<file path="src/spbm_pkg.sv">
// Shared constants, types and helpers of the sparse paged byte memory.
package spbm_pkg;

  localparam int PAGE_SLOTS = 64;
  localparam int PAGE_BYTES = 256;
  localparam int SLOT_W     = (PAGE_SLOTS > 1) ? $clog2(PAGE_SLOTS) : 1;
  localparam int OFF_W      = $clog2(PAGE_BYTES);
  localparam int PAGE_W     = 32 - OFF_W;
  localparam int MEM_AW     = SLOT_W + OFF_W;
  localparam int CNT_W      = OFF_W + 1;
  localparam int USED_RAW_W = $clog2(PAGE_SLOTS + 1);
  localparam int USED_W     = (USED_RAW_W > 7) ? USED_RAW_W : 7;
  localparam int FIFO_DEPTH = 2;
  localparam int FIFO_PTR_W = $clog2(FIFO_DEPTH);

  localparam logic CMD_READ  = 1'b0;
  localparam logic CMD_WRITE = 1'b1;

  // One classified transaction, write bytes already in address order.
  typedef struct packed {
    logic            cmd;
    logic [31:0]     addr;
    logic [1:0]      size_code;
    logic            sext;
    logic            msb_first;
    logic [7:0][7:0] bytes;
  } desc_t;

  // Index of the last byte of an access.
  function automatic logic [2:0] last_index(input logic [1:0] size_code);
    logic [2:0] r;
    unique case (size_code)
      2'd0:    r = 3'd0;
      2'd1:    r = 3'd1;
      2'd2:    r = 3'd3;
      default: r = 3'd7;
    endcase
    return r;
  endfunction

endpackage

</file>
<file path="src/spbm_fifo.sv">
// Short transaction queue between the front end and the back end.
module spbm_fifo (
  input  logic            clk,
  input  logic            rst_n,
  input  logic            push,
  input  spbm_pkg::desc_t push_desc,
  output logic            full,
  input  logic            pop,
  output logic            not_empty,
  output spbm_pkg::desc_t head
);
  import spbm_pkg::*;

  desc_t                 store_r [FIFO_DEPTH];
  logic [FIFO_PTR_W-1:0] wr_ptr_r, wr_ptr_nxt;
  logic [FIFO_PTR_W-1:0] rd_ptr_r, rd_ptr_nxt;
  logic [FIFO_PTR_W:0]   count_r, count_nxt;

  assign full      = (count_r == (FIFO_PTR_W+1)'(FIFO_DEPTH));
  assign not_empty = (count_r != '0);
  assign head      = store_r[rd_ptr_r];

  // Advance pointers and occupancy
  always_comb begin
    wr_ptr_nxt = wr_ptr_r;
    rd_ptr_nxt = rd_ptr_r;
    count_nxt  = count_r;
    if (push) begin
      wr_ptr_nxt = wr_ptr_r + 1'b1;
    end
    if (pop) begin
      rd_ptr_nxt = rd_ptr_r + 1'b1;
    end
    if (push && !pop) begin
      count_nxt = count_r + 1'b1;
    end else if (pop && !push) begin
      count_nxt = count_r - 1'b1;
    end
  end

  always_ff @(posedge clk) begin
    if (!rst_n) begin
      wr_ptr_r <= '0;
      rd_ptr_r <= '0;
      count_r  <= '0;
    end else begin
      wr_ptr_r <= wr_ptr_nxt;
      rd_ptr_r <= rd_ptr_nxt;
      count_r  <= count_nxt;
    end
  end

  // Hold queued payload
  always_ff @(posedge clk) begin
    if (push) begin
      store_r[wr_ptr_r] <= push_desc;
    end
  end

endmodule

</file>
<file path="config.mk">
export PLATFORM = sky130hd
export DESIGN_NAME = spbm_fifo
export DESIGN_NICKNAME = d
export VERILOG_FILES = /design/src/spbm_pkg.sv /design/src/spbm_fifo.sv
export SDC_FILE = /design/constraint.sdc
export NUM_CORES = 1
export LEC_CHECK = 0
export ABC_AREA = 0
export BUFFER_PORTS_ARGS = -buffer_cell sky130_fd_sc_hd__buf_4
export CAP_MARGIN = 20
export CELL_PAD_IN_SITES_DETAIL_PLACEMENT = 1
export CELL_PAD_IN_SITES_GLOBAL_PLACEMENT = 1
export CORE_ASPECT_RATIO = 1.4
export CORE_UTILIZATION = 44
export CTS_CLUSTER_SIZE = 25
export DETAILED_ROUTE_END_ITERATION = 10
export GPL_TIMING_DRIVEN = 0
export PLACE_DENSITY = 0.8
export SLEW_MARGIN = 5
export SYNTH_ARGS = -nofsm -noshare
export SYNTH_HDL_FRONTEND = slang
export SYNTH_SLANG_ARGS = --single-unit
</file>
<file path="constraint.sdc">
create_clock -name clk -period 8 [get_ports clk]
set_clock_uncertainty 0.2 [all_clocks]
set_input_delay 2.4 -clock clk [delete_from_list [all_inputs] [get_ports clk]]
set_output_delay 2.4 -clock clk [all_outputs]
set_load 0.01 [all_outputs]
</file>
==> results.yml <==
status:
  status: "complete, no violations"
drt:
  firstDrtPassIters: 4
  drc: 0
  via_per_inst: 5.01
  drtIter0Drc: 179
  antenna_left: 0
  wl_per_cell_um: 20.3
  vias: 3941
  drt_wl_total_um: 16000
final_layout:
  mostFrequentLayoutCells: "207 x buf_4, 202 x edfxtp_1, 101 x mux2_2, 21 x clkbuf_16, 10 x buf_6"
  nets: 675
  antennaDiodeCount: 0
  drive_gt1_share_pct: 61.1
  syn_to_final_growth_pct: 33.7
  final_common_cell: "buf_4"
  fill_cells: 1498
critical_path:
  crit_required_ns: 5.40
  worstPathArrival_ns: 1.74
  cp_common_cell: "buf_6"
  critPathCaptureType: "output port"
  worstPathCellList: "buf_6, buf_6, mux2_2, buf_4"
  crit_slowest_cell: "dfxtp_1"
  crit_fanout: 10
  path_class: "flop to output port"
  slowest_delay_ns: 0.36
  start_kind: "flop"
placed_design:
  portBuffers: 207
  hpwl_um: 10900
  place_congestion: 0.693
synthesis:
  synthMuxAreaShare_pct: 15.1
  synth_top_family_by_area: "multiplexers"
  syn_avg_cell_area_um2: 22.4
  synth_compound_area_share_pct: 0.265
  ys_seq_elements: 207
  synthAdderAreaFrac_pct: 0.166
  synth-xor-area-share_pct: 0.348
  synth_nets: 442
  yosysWarnings: 0
  synthDistinctLibCells: 17
  netlist_instances: 336
  synth-simple-area-share_pct: 0.780
  yosysSeqAreaShare_pct: 81.8
  synth_area_um2: 7540
power_and_ir_drop:
  fin_total_pwr_mw: 2.47
  ir_drop_mv: 0.231
  power_density_nw_per_um2: 245
  total_leakage_power_nw: 3.78
sta:
  hold_slack_ns: 0.310
  clock.fmax_mhz: 230
  setup_viol: 0
  tightestPinTransition_ns: 0.834
  timing.slew.headroom_pct: 44.3
  drv_slew: 0
  final.setup.tns_ns: 0
  fin_crit_ns: 4.34
  rsz0062_at_grt: "no"
  finalHoldViolations: 0
  fin_crit_sh_pct: 54.3
floorplanning:
  rows: 56
  die_y_um: 157
  die-area_um2: 17700
  core_um2: 16700
  initial_core_util_pct: 45.0
  die_w_um: 113
  ioPinCount: 208
grt:
  grt_use_total_pct: 17.6
  antenna_found_initial: 0
  grt_start_max_net_pins: 54
  grt_pass1_vias: 4414
  grt_pass1_wl_um: 23400
  overflow: 0
cts:
  post_cts_buffers: 0
  ctsResizeCount: 0
  clk_path_buf_depth: 3
  clock-sinks: 207
  cts_hold_buf: 0
  clkTransAtPathRegs_ns: 0.06
  clock-root-buffer: "clkbuf_16"
  numCtsBuffers: 20
  cts_max_level: 1
  cts_tree: "built"
  insertion_delay_ns: 0.47
run:
  maxCapViolCount: 0
hold_path:
  hp-class: "flop to flop"
==> power by group <==
part	internal [mW]	switching, mW	total [mW]
registers	1.25	0.0142	1.27
logic	0.169	0.137	0.307
clock network	0.512	0.382	0.894
total	1.93	0.533	2.47
==> layer usage <==
metal | share of wire, % | global-route usage [%]
met1 | 33 | 17.5
met2 | 57 | 34.5
met3 | 5.8 | 4.08
met4 | 3.3 | 7.37
met5 | 0 | 0
==> area by class of cell <==
cell class | count | area [um^2] | share of cell area, %
sequential | 207 | 6170 | 61.1
timing repair buffer | 211 | 1650 | 16.4
multi-input combinational | 117 | 1260 | 12.5
clock buffer | 23 | 533 | 5.28
tap | 203 | 254 | 2.52
buffer | 11 | 118 | 1.17
clock inverter | 13 | 97.6 | 0.968
inverter | 1 | 3.75 | 0.0372
==> cell usage after synthesis, drive strengths merged <==
cell    instances  area share (%)
a21boi          1            0.10
and2            4            0.33
and2b           1            0.12
buf            11             1.6
dfxtp           5             1.3
edfxtp        202              80
ha              1            0.17
inv             1           0.050
mux2          101              15
nor2b           2            0.17
o21a            1            0.10
o21ai           1           0.066
or2             1           0.083
or3             1           0.083
xnor2           1            0.12
xor2            2            0.23
==> stage by stage <==
step | setup WS [ns] | utilization [%] | cell area (um^2) | std cells
floorplan | 0.400 | - | 7540 | 336
global placement | -2.09 | 55.8 | 9350 | 746
detailed placement | 3.68 | 56.5 | 9460 | 750
CTS | 3.61 | 60.2 | 10100 | 786
global route | 3.59 | 60.2 | 10100 | 786
finish | 3.66 | 60.2 | 10100 | 786
==> registers in the layout, summed over array words and instances (netlist names), named ones only <==
signal,cells
count_r,2
rd_ptr_r,1
store_r,202
wr_ptr_r,1
==> path summary, 6_finish.rpt <==
| kind | start | end | slack, ns | cells after the start |
|---|---|---|---|---|
| max | flop | head[33] | 3.66 | 4 |
| min | count_r[1]$_SDFFE_PN0P_ | count_r[1]$_SDFFE_PN0P_ | 0.31 | 2 |
| max reg2reg | wr_ptr_r$_SDFFE_PN0P_ | store_r[0][46]$_DFFE_PP_ | 5.93 | 3 |
| min reg2reg | count_r[1]$_SDFFE_PN0P_ | count_r[1]$_SDFFE_PN0P_ | 0.31 | 2 |
==> critical path: cells and delay by family (launching register included) <==
| family | cells | cell delay, ns |
|---|---|---|
| flops | 1 | 0.36 |
| mux | 1 | 0.35 |
| buf+inv | 3 | 0.55 |
==> kinds of logic after synthesis <==
group           Yosys count
xor+xnor                  3
mux                     101
fa+ha+maj                 1
flops                   207
simple gates              9
compound gates            3
buf+inv                  12
(Power assumes the default switching activity.)
