<file path="src/spbm_pkg.sv">
// Shared constants, types and helpers of the sparse paged byte memory.
package spbm_pkg;

  localparam int PAGE_SLOTS = 64;
  localparam int PAGE_BYTES = 256;
  localparam int SLOT_W     = (PAGE_SLOTS > 1) ? $clog2(PAGE_SLOTS) : 1;
  localparam int OFF_W      = $clog2(PAGE_BYTES);
  localparam int PAGE_W     = 32 - OFF_W;
  localparam int MEM_AW     = SLOT_W + OFF_W;
  localparam int CNT_W      = OFF_W + 1;
  localparam int USED_RAW_W = $clog2(PAGE_SLOTS + 1);
  localparam int USED_W     = (USED_RAW_W > 7) ? USED_RAW_W : 7;
  localparam int FIFO_DEPTH = 2;
  localparam int FIFO_PTR_W = $clog2(FIFO_DEPTH);

  localparam logic CMD_READ  = 1'b0;
  localparam logic CMD_WRITE = 1'b1;

  // One classified transaction, write bytes already in address order.
  typedef struct packed {
    logic            cmd;
    logic [31:0]     addr;
    logic [1:0]      size_code;
    logic            sext;
    logic            msb_first;
    logic [7:0][7:0] bytes;
  } desc_t;

  // Index of the last byte of an access.
  function automatic logic [2:0] last_index(input logic [1:0] size_code);
    logic [2:0] r;
    unique case (size_code)
      2'd0:    r = 3'd0;
      2'd1:    r = 3'd1;
      2'd2:    r = 3'd3;
      default: r = 3'd7;
    endcase
    return r;
  endfunction

endpackage

</file>
<file path="src/spbm_front.sv">
// Front end: holds the byte order register and classifies incoming transactions.
module spbm_front (
  input  logic          clk,
  input  logic          rst_n,
  input  logic          cfg_we,
  input  logic          cfg_wdata,
  input  logic          in_valid,
  output logic          in_ready,
  input  logic          in_command,
  input  logic [31:0]   in_address,
  input  logic [1:0]    in_size_code,
  input  logic          in_sign_extend,
  input  logic [63:0]   in_write_data,
  output logic          push,
  output spbm_pkg::desc_t push_desc,
  input  logic          fifo_full
);
  import spbm_pkg::*;

  logic       msb_first_r;
  logic       msb_first_nxt;
  logic [2:0] last;

  // Update byte order register
  always_comb begin
    msb_first_nxt = msb_first_r;
    if (cfg_we) begin
      msb_first_nxt = cfg_wdata;
    end
  end

  always_ff @(posedge clk) begin
    if (!rst_n) begin
      msb_first_r <= 1'b0;
    end else begin
      msb_first_r <= msb_first_nxt;
    end
  end

  assign in_ready = !fifo_full;
  assign push     = in_valid && !fifo_full;
  assign last     = last_index(in_size_code);

  // Reorder write lanes into address order
  always_comb begin
    push_desc.cmd        = in_command;
    push_desc.addr       = in_address;
    push_desc.size_code  = in_size_code;
    push_desc.sext       = in_sign_extend;
    push_desc.msb_first  = msb_first_r;
    for (int i = 0; i < 8; i++) begin
      if (msb_first_r) begin
        push_desc.bytes[i] = in_write_data[8*(3'(last - 3'(i))) +: 8];
      end else begin
        push_desc.bytes[i] = in_write_data[8*i +: 8];
      end
    end
  end

endmodule

</file>
<file path="config.mk">
export PLATFORM = sky130hd
export DESIGN_NAME = spbm_front
export DESIGN_NICKNAME = d
export VERILOG_FILES = /design/src/spbm_pkg.sv /design/src/spbm_front.sv
export SDC_FILE = /design/constraint.sdc
export NUM_CORES = 1
export LEC_CHECK = 0
export ABC_AREA = 1
export BUFFER_PORTS_ARGS = -buffer_cell sky130_fd_sc_hd__clkbuf_2
export CAP_MARGIN = 20
export CORE_MARGIN = 10
export CORE_UTILIZATION = 35
export CTS_CLUSTER_SIZE = 14
export DETAILED_ROUTE_END_ITERATION = 8
export PLACE_DENSITY = 0.65
export SYNTH_ARGS = -nofsm -noshare
export SYNTH_HDL_FRONTEND = slang
export SYNTH_SLANG_ARGS = --single-unit
</file>
<file path="constraint.sdc">
create_clock -name clk -period 1.7 [get_ports clk]
set_input_delay 0.085 -clock clk [delete_from_list [all_inputs] [get_ports clk]]
set_output_delay 0.085 -clock clk [all_outputs]
set_load 0.01 [all_outputs]
</file>
==> results.sh, run 1 <==
export IMPL_viasPerCell=5.50
export IMPL_slowest_stage="ha_2"
export IMPL_reg2reg_from="msb_first_r$_SDFFE_PN0P_"
export IMPL_min_from="in_address[2]"
export IMPL_grt_usage_pct=21.6
export IMPL_via_count=5472
export IMPL_drt_first_pass_iters=5
export IMPL_nets=978
export IMPL_arrival_ns=1.52
export IMPL_syn_area_um2=3580
export IMPL_status="completed"
export IMPL_ys_warn_count=0
export IMPL_synth_avg_cell_area_um2=4.69
export IMPL_synth_top_cell_area_share_pct=36.9
export IMPL_postRouteAntennaNets=0
export IMPL_worst_setup_path_end_kind="output port"
export IMPL_antenna_found_initial=0
export IMPL_skew_ns=0
export IMPL_ys_types=20
export IMPL_regMostFlops="msb_first_r"
export IMPL_place_congestion=0.999
export IMPL_slew_headroom_pct=83.7
export IMPL_holdCritPathClass="input pin to output port"
export IMPL_critPathMaxFanout=8
export IMPL_min_period_over_period_pct=94.3
export IMPL_crit_type="input pin to output port"
export IMPL_synth_net_count=879
export IMPL_floorplan_initialDensity_pct=36.3
export IMPL_ir_drop_v=0.000175
export IMPL_instances_no_fill=995
export IMPL_grt_pass1_wl_um=26300
export IMPL_drc_errors=0
export IMPL_die_x_um=121
export IMPL_syn_instance_count=765
export IMPL_diodes=0
export IMPL_io_buffers=140
export IMPL_path_common_cell="nand2_1"
export IMPL_top_regs="msb_first_r x1"
export IMPL_pwr_density_cell_nw_per_um2=366
export IMPL_clock_latency_ns=0
export IMPL_hold_viol=0
export IMPL_dpl_cell_count=993
export IMPL_worstMarginPinSlew_ns=0.244
export IMPL_rr_endpoint="msb_first_r$_SDFFE_PN0P_"
export IMPL_synth_most_common_cell="nand2_1"
export IMPL_yosysSeqAreaShare_pct=0.558
export IMPL_hold_depth=0
export IMPL_hold_slack_ns=0.170
export IMPL_synth_edf_count=0
export IMPL_slew_violations=0
export IMPL_cts_hold_buffers=0
export IMPL_routedWlPerCell_um=17.0
export IMPL_wl_um=16900
export IMPL_syn_to_final_growth_pct=21.2
export IMPL_dieHeight_um=121
export IMPL_ys_flop_type="dfxtp_1"
export IMPL_grt_max_degree=51
export IMPL_setup_viol=0
export IMPL_drive_gt1_share_pct=23.7
export IMPL_async_flop_share_pct=0
export IMPL_critical_path_startpoint_type="input pin"
export IMPL_grt_pass1_vias=5256
export IMPL_maxCapViolCount=0
export IMPL_critPathRequiredTime_ns=1.62
export IMPL_ys_top_cells_by_count="nand2_1, nand3_1, buf_4, inv_1, a21oi_1"
export IMPL_post_dp_hpwl_um=13700
export IMPL_die_area_um2=14700
export IMPL_reg2reg_slack_ns=0.76
export IMPL_largest_reg_flops=1
export IMPL_reg2reg_depth=3
export IMPL_cp_slowest_stage_delay_ns=0.25
export IMPL_yosys_top_cells_area="nand2_1, nand3_1, buf_4"
export IMPL_core_area_um2=9860
export IMPL_synth_top_cell_by_area="nand2_1"
export IMPL_post_route_min_period_ns=1.60
export IMPL_hold_path_end="push_desc[70]"
export IMPL_ioPinCount=209
export IMPL_drt_iter0_markers=511
export IMPL_power_leakage_nw=2.63
export IMPL_crit_chain="clkbuf_2, inv_1, ha_2, inv_2, buf_4, nand2_1, nand3_1, nand3_1, nand2_1, nand2_1, nand2_1, clkbuf_2"
export IMPL_rows=36
export IMPL_grt_overflow=0
export IMPL_fmax_ghz=0.624
export IMPL_yosys_register_bits=1
==> worst max-delay path: cells and delay by family <==
family | cells | cell delay [ns]
adder cells (fa/ha/maj) | 1 | 0.25
AND/OR/NAND/NOR | 6 | 0.54
buffers and inverters | 5 | 0.63
==> layer usage <==
layer / routed length, um / global-route usage (%)
met1: 6680 / 26.6
met2: 7580 / 35.6
met3: 2100 / 5.58
met4: 559 / 7.30
met5: 0 / 0
==> area by class of cell <==
cell class	count	area, um2
fillers	1203	5520
multi-input cells	646	2910
repair buffers	183	1120
well taps	133	166
inverters	32	129
flip-flops and latches	1	21.3
==> kinds of logic after synthesis <==
group           Yosys count  share of synthesized area [%]
simple gates            604                           72.5
buf+inv                 118                           19.1
compound gates           34                           5.03
fa+ha+maj                 8                           2.79
flops                     1                          0.558
==> power breakdown <==
| part | leakage (nW) | internal [mW] | switching (mW) |
|---|---|---|---|
| combinational | 2.62 | 0.583 | 0.977 |
| sequential | 0.00860 | 0.0260 | 0.00363 |
| clock | 0 | 0 | 0 |
| total | 2.63 | 0.609 | 0.980 |
==> cells in the final DEF (no fill, tap or decap), types with 6 or more instances in the layout <==
cell and n:
clkbuf_2 140, inv_1 24, ha_2 6, nand3_1 229, a31oi_1 8, buf_4 35
a21oi_1 25, nor2_1 17, nand2_1 352, buf_12 6
==> stage by stage <==
stage	setup TNS, ns	cell area, um2	worst slack [ns]	total power [mW]	utilization (%)
after floorplan	0	3580	0.428	1.04	-
after global placement	0	4280	0.118	1.55	43.3
after detailed placement	0	4280	0.103	1.55	43.3
after CTS	0	4280	0.103	1.56	43.3
after global routing	-0.00650	4340	-0.00417	1.77	44.0
final	0	4340	0.0974	1.59	44.0
==> how the worst max path moves through the flow <==
stage | from | endpoint | slack (ns) | cells past startpoint
6_report | in_size_code[1] | push_desc[44] | 0.1 | 12
5_1_grt | in_size_code[1] | push_desc[34] | -0.004 | 12
4_1_cts | in_size_code[0] | push_desc[34] | 0.10 | 12
3_5_place_dp | in_size_code[0] | push_desc[34] | 0.10 | 12
3_3_place_gp | in_size_code[0] | push_desc[7] | 0.12 | 11
2_1_floorplan | in_size_code[0] | push_desc[10] | 0.43 | 9
==> repair_timing <==
item	in CTS	in global routing
resized for setup	0	11
endpoints found under the setup margin	0	17
buffers inserted	0	1
No activity file was read; power rests on OpenSTA's default activity.
==> inputs of run 2 (changes only) <==
Settings changed: BUFFER_PORTS_ARGS -buffer_cell sky130_fd_sc_hd__clkbuf_2 to not set, DONT_BUFFER_PORTS set to 1, PLACE_DENSITY 0.65 to 0.48.
Clock period 1.7 ns to 1.9 ns, I/O delays scaled along.
==> run 2 against run 1 <==
  * Final cell count is 16% lower
  * Cell area is 21% lower
  * Sequential share of layout area is 0.13 points higher
  * Hold slack better by 0.015 ns
  * Power is 30% lower
  * Via count is 9.4% lower
  * Register-to-register slack better by 0.18 ns
==> results.sh, run 2 (same netlist as run 1, synthesis figures left out) <==
export IMPL_ioPinCount=209
export IMPL_setup_viol=0
export IMPL_worst_setup_path_end_kind="output port"
export IMPL_hold_viol=0
export IMPL_nets=823
export IMPL_critical_path_startpoint_type="input pin"
export IMPL_path_common_cell="nand3_1"
export IMPL_final_common_cell="nand2_1"
export IMPL_rr_endpoint="msb_first_r$_SDFFE_PN0P_"
export IMPL_holdCritPathClass="input pin to flop"
export IMPL_crit_family="buffers and inverters"
export IMPL_critPathRequiredTime_ns=1.80
export IMPL_cp_slowest_stage_delay_ns=0.40
export IMPL_slew_headroom_pct=58.1
export IMPL_reg2reg_slack_ns=0.94
export IMPL_drive_gt1_share_pct=5.66
export IMPL_cts_hold_buffers=0
export IMPL_fmax_ghz=0.585
export IMPL_postRouteAntennaNets=0
export IMPL_maxCapViolCount=0
export IMPL_rows=36
export IMPL_instances_no_fill=840
export IMPL_drt_first_pass_iters=5
export IMPL_drt_iter0_markers=602
export IMPL_worstMarginPinSlew_ns=0.628
export IMPL_viasPerCell=5.90
export IMPL_largest_reg_flops=1
export IMPL_grt_pass1_vias=4881
export IMPL_core_area_um2=9860
export IMPL_clock_latency_ns=0
export IMPL_drc_errors=0
export IMPL_grt_overflow=0
export IMPL_ctsResizeCount=0
export IMPL_crit_chain="inv_1, ha_1, inv_2, nand2_1, nand3_1, nand3_1, a21oi_1, buf_4"
export IMPL_power_leakage_nw=1.96
export IMPL_routedWlPerCell_um=21.1
export IMPL_rsz0062_at_grt="false"
export IMPL_critPathCapture="push_desc[1]"
export IMPL_crit_buf_inv=3
export IMPL_fin_setup_tns_ns=0
export IMPL_cts_setup_buffers=0
export IMPL_place_congestion=0.952
export IMPL_reg2reg_from="msb_first_r$_SDFFE_PN0P_"
export IMPL_post_dp_hpwl_um=13800
export IMPL_ir_drop_v=0.000126
export IMPL_die_x_um=121
export IMPL_reg2reg_depth=3
export IMPL_grt_max_degree=67
export IMPL_floorplan_initialDensity_pct=36.3
export IMPL_slew_violations=0
export IMPL_regMostFlops="msb_first_r"
export IMPL_post_route_min_period_ns=1.71
export IMPL_status="completed"
export IMPL_post_route_util_pct=34.9
export IMPL_antenna_found_initial=0
export IMPL_top_regs="msb_first_r x1"
export IMPL_pwr_density_cell_nw_per_um2=324
export IMPL_final_cell_mix="nand2_1, nand3_1, inv_1"
export IMPL_worst_path_stages=8
export IMPL_dpl_cell_count=840
export IMPL_critPathMaxFanout=33
export IMPL_min_period_over_period_pct=90.0
export IMPL_slowest_stage="inv_2"
export IMPL_skew_ns=0
export IMPL_diodes=0
export IMPL_syn_to_final_growth_pct=-4.05
export IMPL_grt_usage_pct=22.8
export IMPL_arrival_ns=1.61
export IMPL_dieHeight_um=121
export IMPL_via_count=4956
export IMPL_crit_type="input pin to output port"
export IMPL_die_area_um2=14700
export IMPL_wl_um=17700
export IMPL_crit_start="in_size_code[0]"
export IMPL_io_buffers=0
export IMPL_path_clk_slew_ns=0
export IMPL_grt_pass1_wl_um=27000
-- run 2: changes by cell type in the layout (fill, tap and decap cells not counted) --
cell	delta
inv_2	-1
inv_1	+2
buf_12	-3
clkbuf_2	-140
nand3_2	-1
buf_6	-1
ha_2	-6
clkbuf_16	-1
nand2_4	+1
nand3_1	+1
clkinvlp_4	-1
nand2_8	-1
buf_4	-10
ha_1	+6
-- run 2: worst min-delay path by stage --
stage	start	end	slack [ns]	depth (start not counted)
floorplan	cfg_we	msb_first_r$_SDFFE_PN0P_	0.19	1
global placement	cfg_we	msb_first_r$_SDFFE_PN0P_	0.18	1
detailed placement	cfg_we	msb_first_r$_SDFFE_PN0P_	0.19	1
CTS	cfg_we	msb_first_r$_SDFFE_PN0P_	0.19	1
global route	in_address[2]	push_desc[70]	0.19	0
finish	cfg_we	msb_first_r$_SDFFE_PN0P_	0.19	1
-- run 2: stage by stage --
step | instance area [um2] | power, mW | hold slack, ns | worst slack, ns
6_report | 3440 | 1.12 | 0.185 | 0.190
5_1_grt | 3440 | 1.25 | 0.190 | 0.0395
4_1_cts | 3440 | 1.12 | 0.187 | 0.237
3_5_place_dp | 3440 | 1.11 | 0.185 | 0.237
3_3_place_gp | 3440 | 1.10 | 0.181 | 0.253
2_1_floorplan | 3580 | 0.935 | 0.188 | 0.608
-- run 2: layer usage --
metal,share of wire (%),track usage [%],vias to the layer above
met5,0,0,-
met1,36,25.2,2229
met3,12,6.33,56
met4,3.6,8.12,0
met2,49,40.7,318
li1,-,-,2353
-- run 2: report_power, final --
group	switching [mW]	internal (mW)
Sequential	0.00170	0.0233
Combinational	0.750	0.341
Clock	0	0
Total	0.752	0.364
-- run 2: layout make-up --
| class | instances | area, um2 |
|---|---|---|
| fillers | 1207 | 6420 |
| multi-input cells | 646 | 2880 |
| repair buffers | 28 | 248 |
| well taps | 133 | 166 |
| inverters | 32 | 125 |
| flip-flops and latches | 1 | 21.3 |
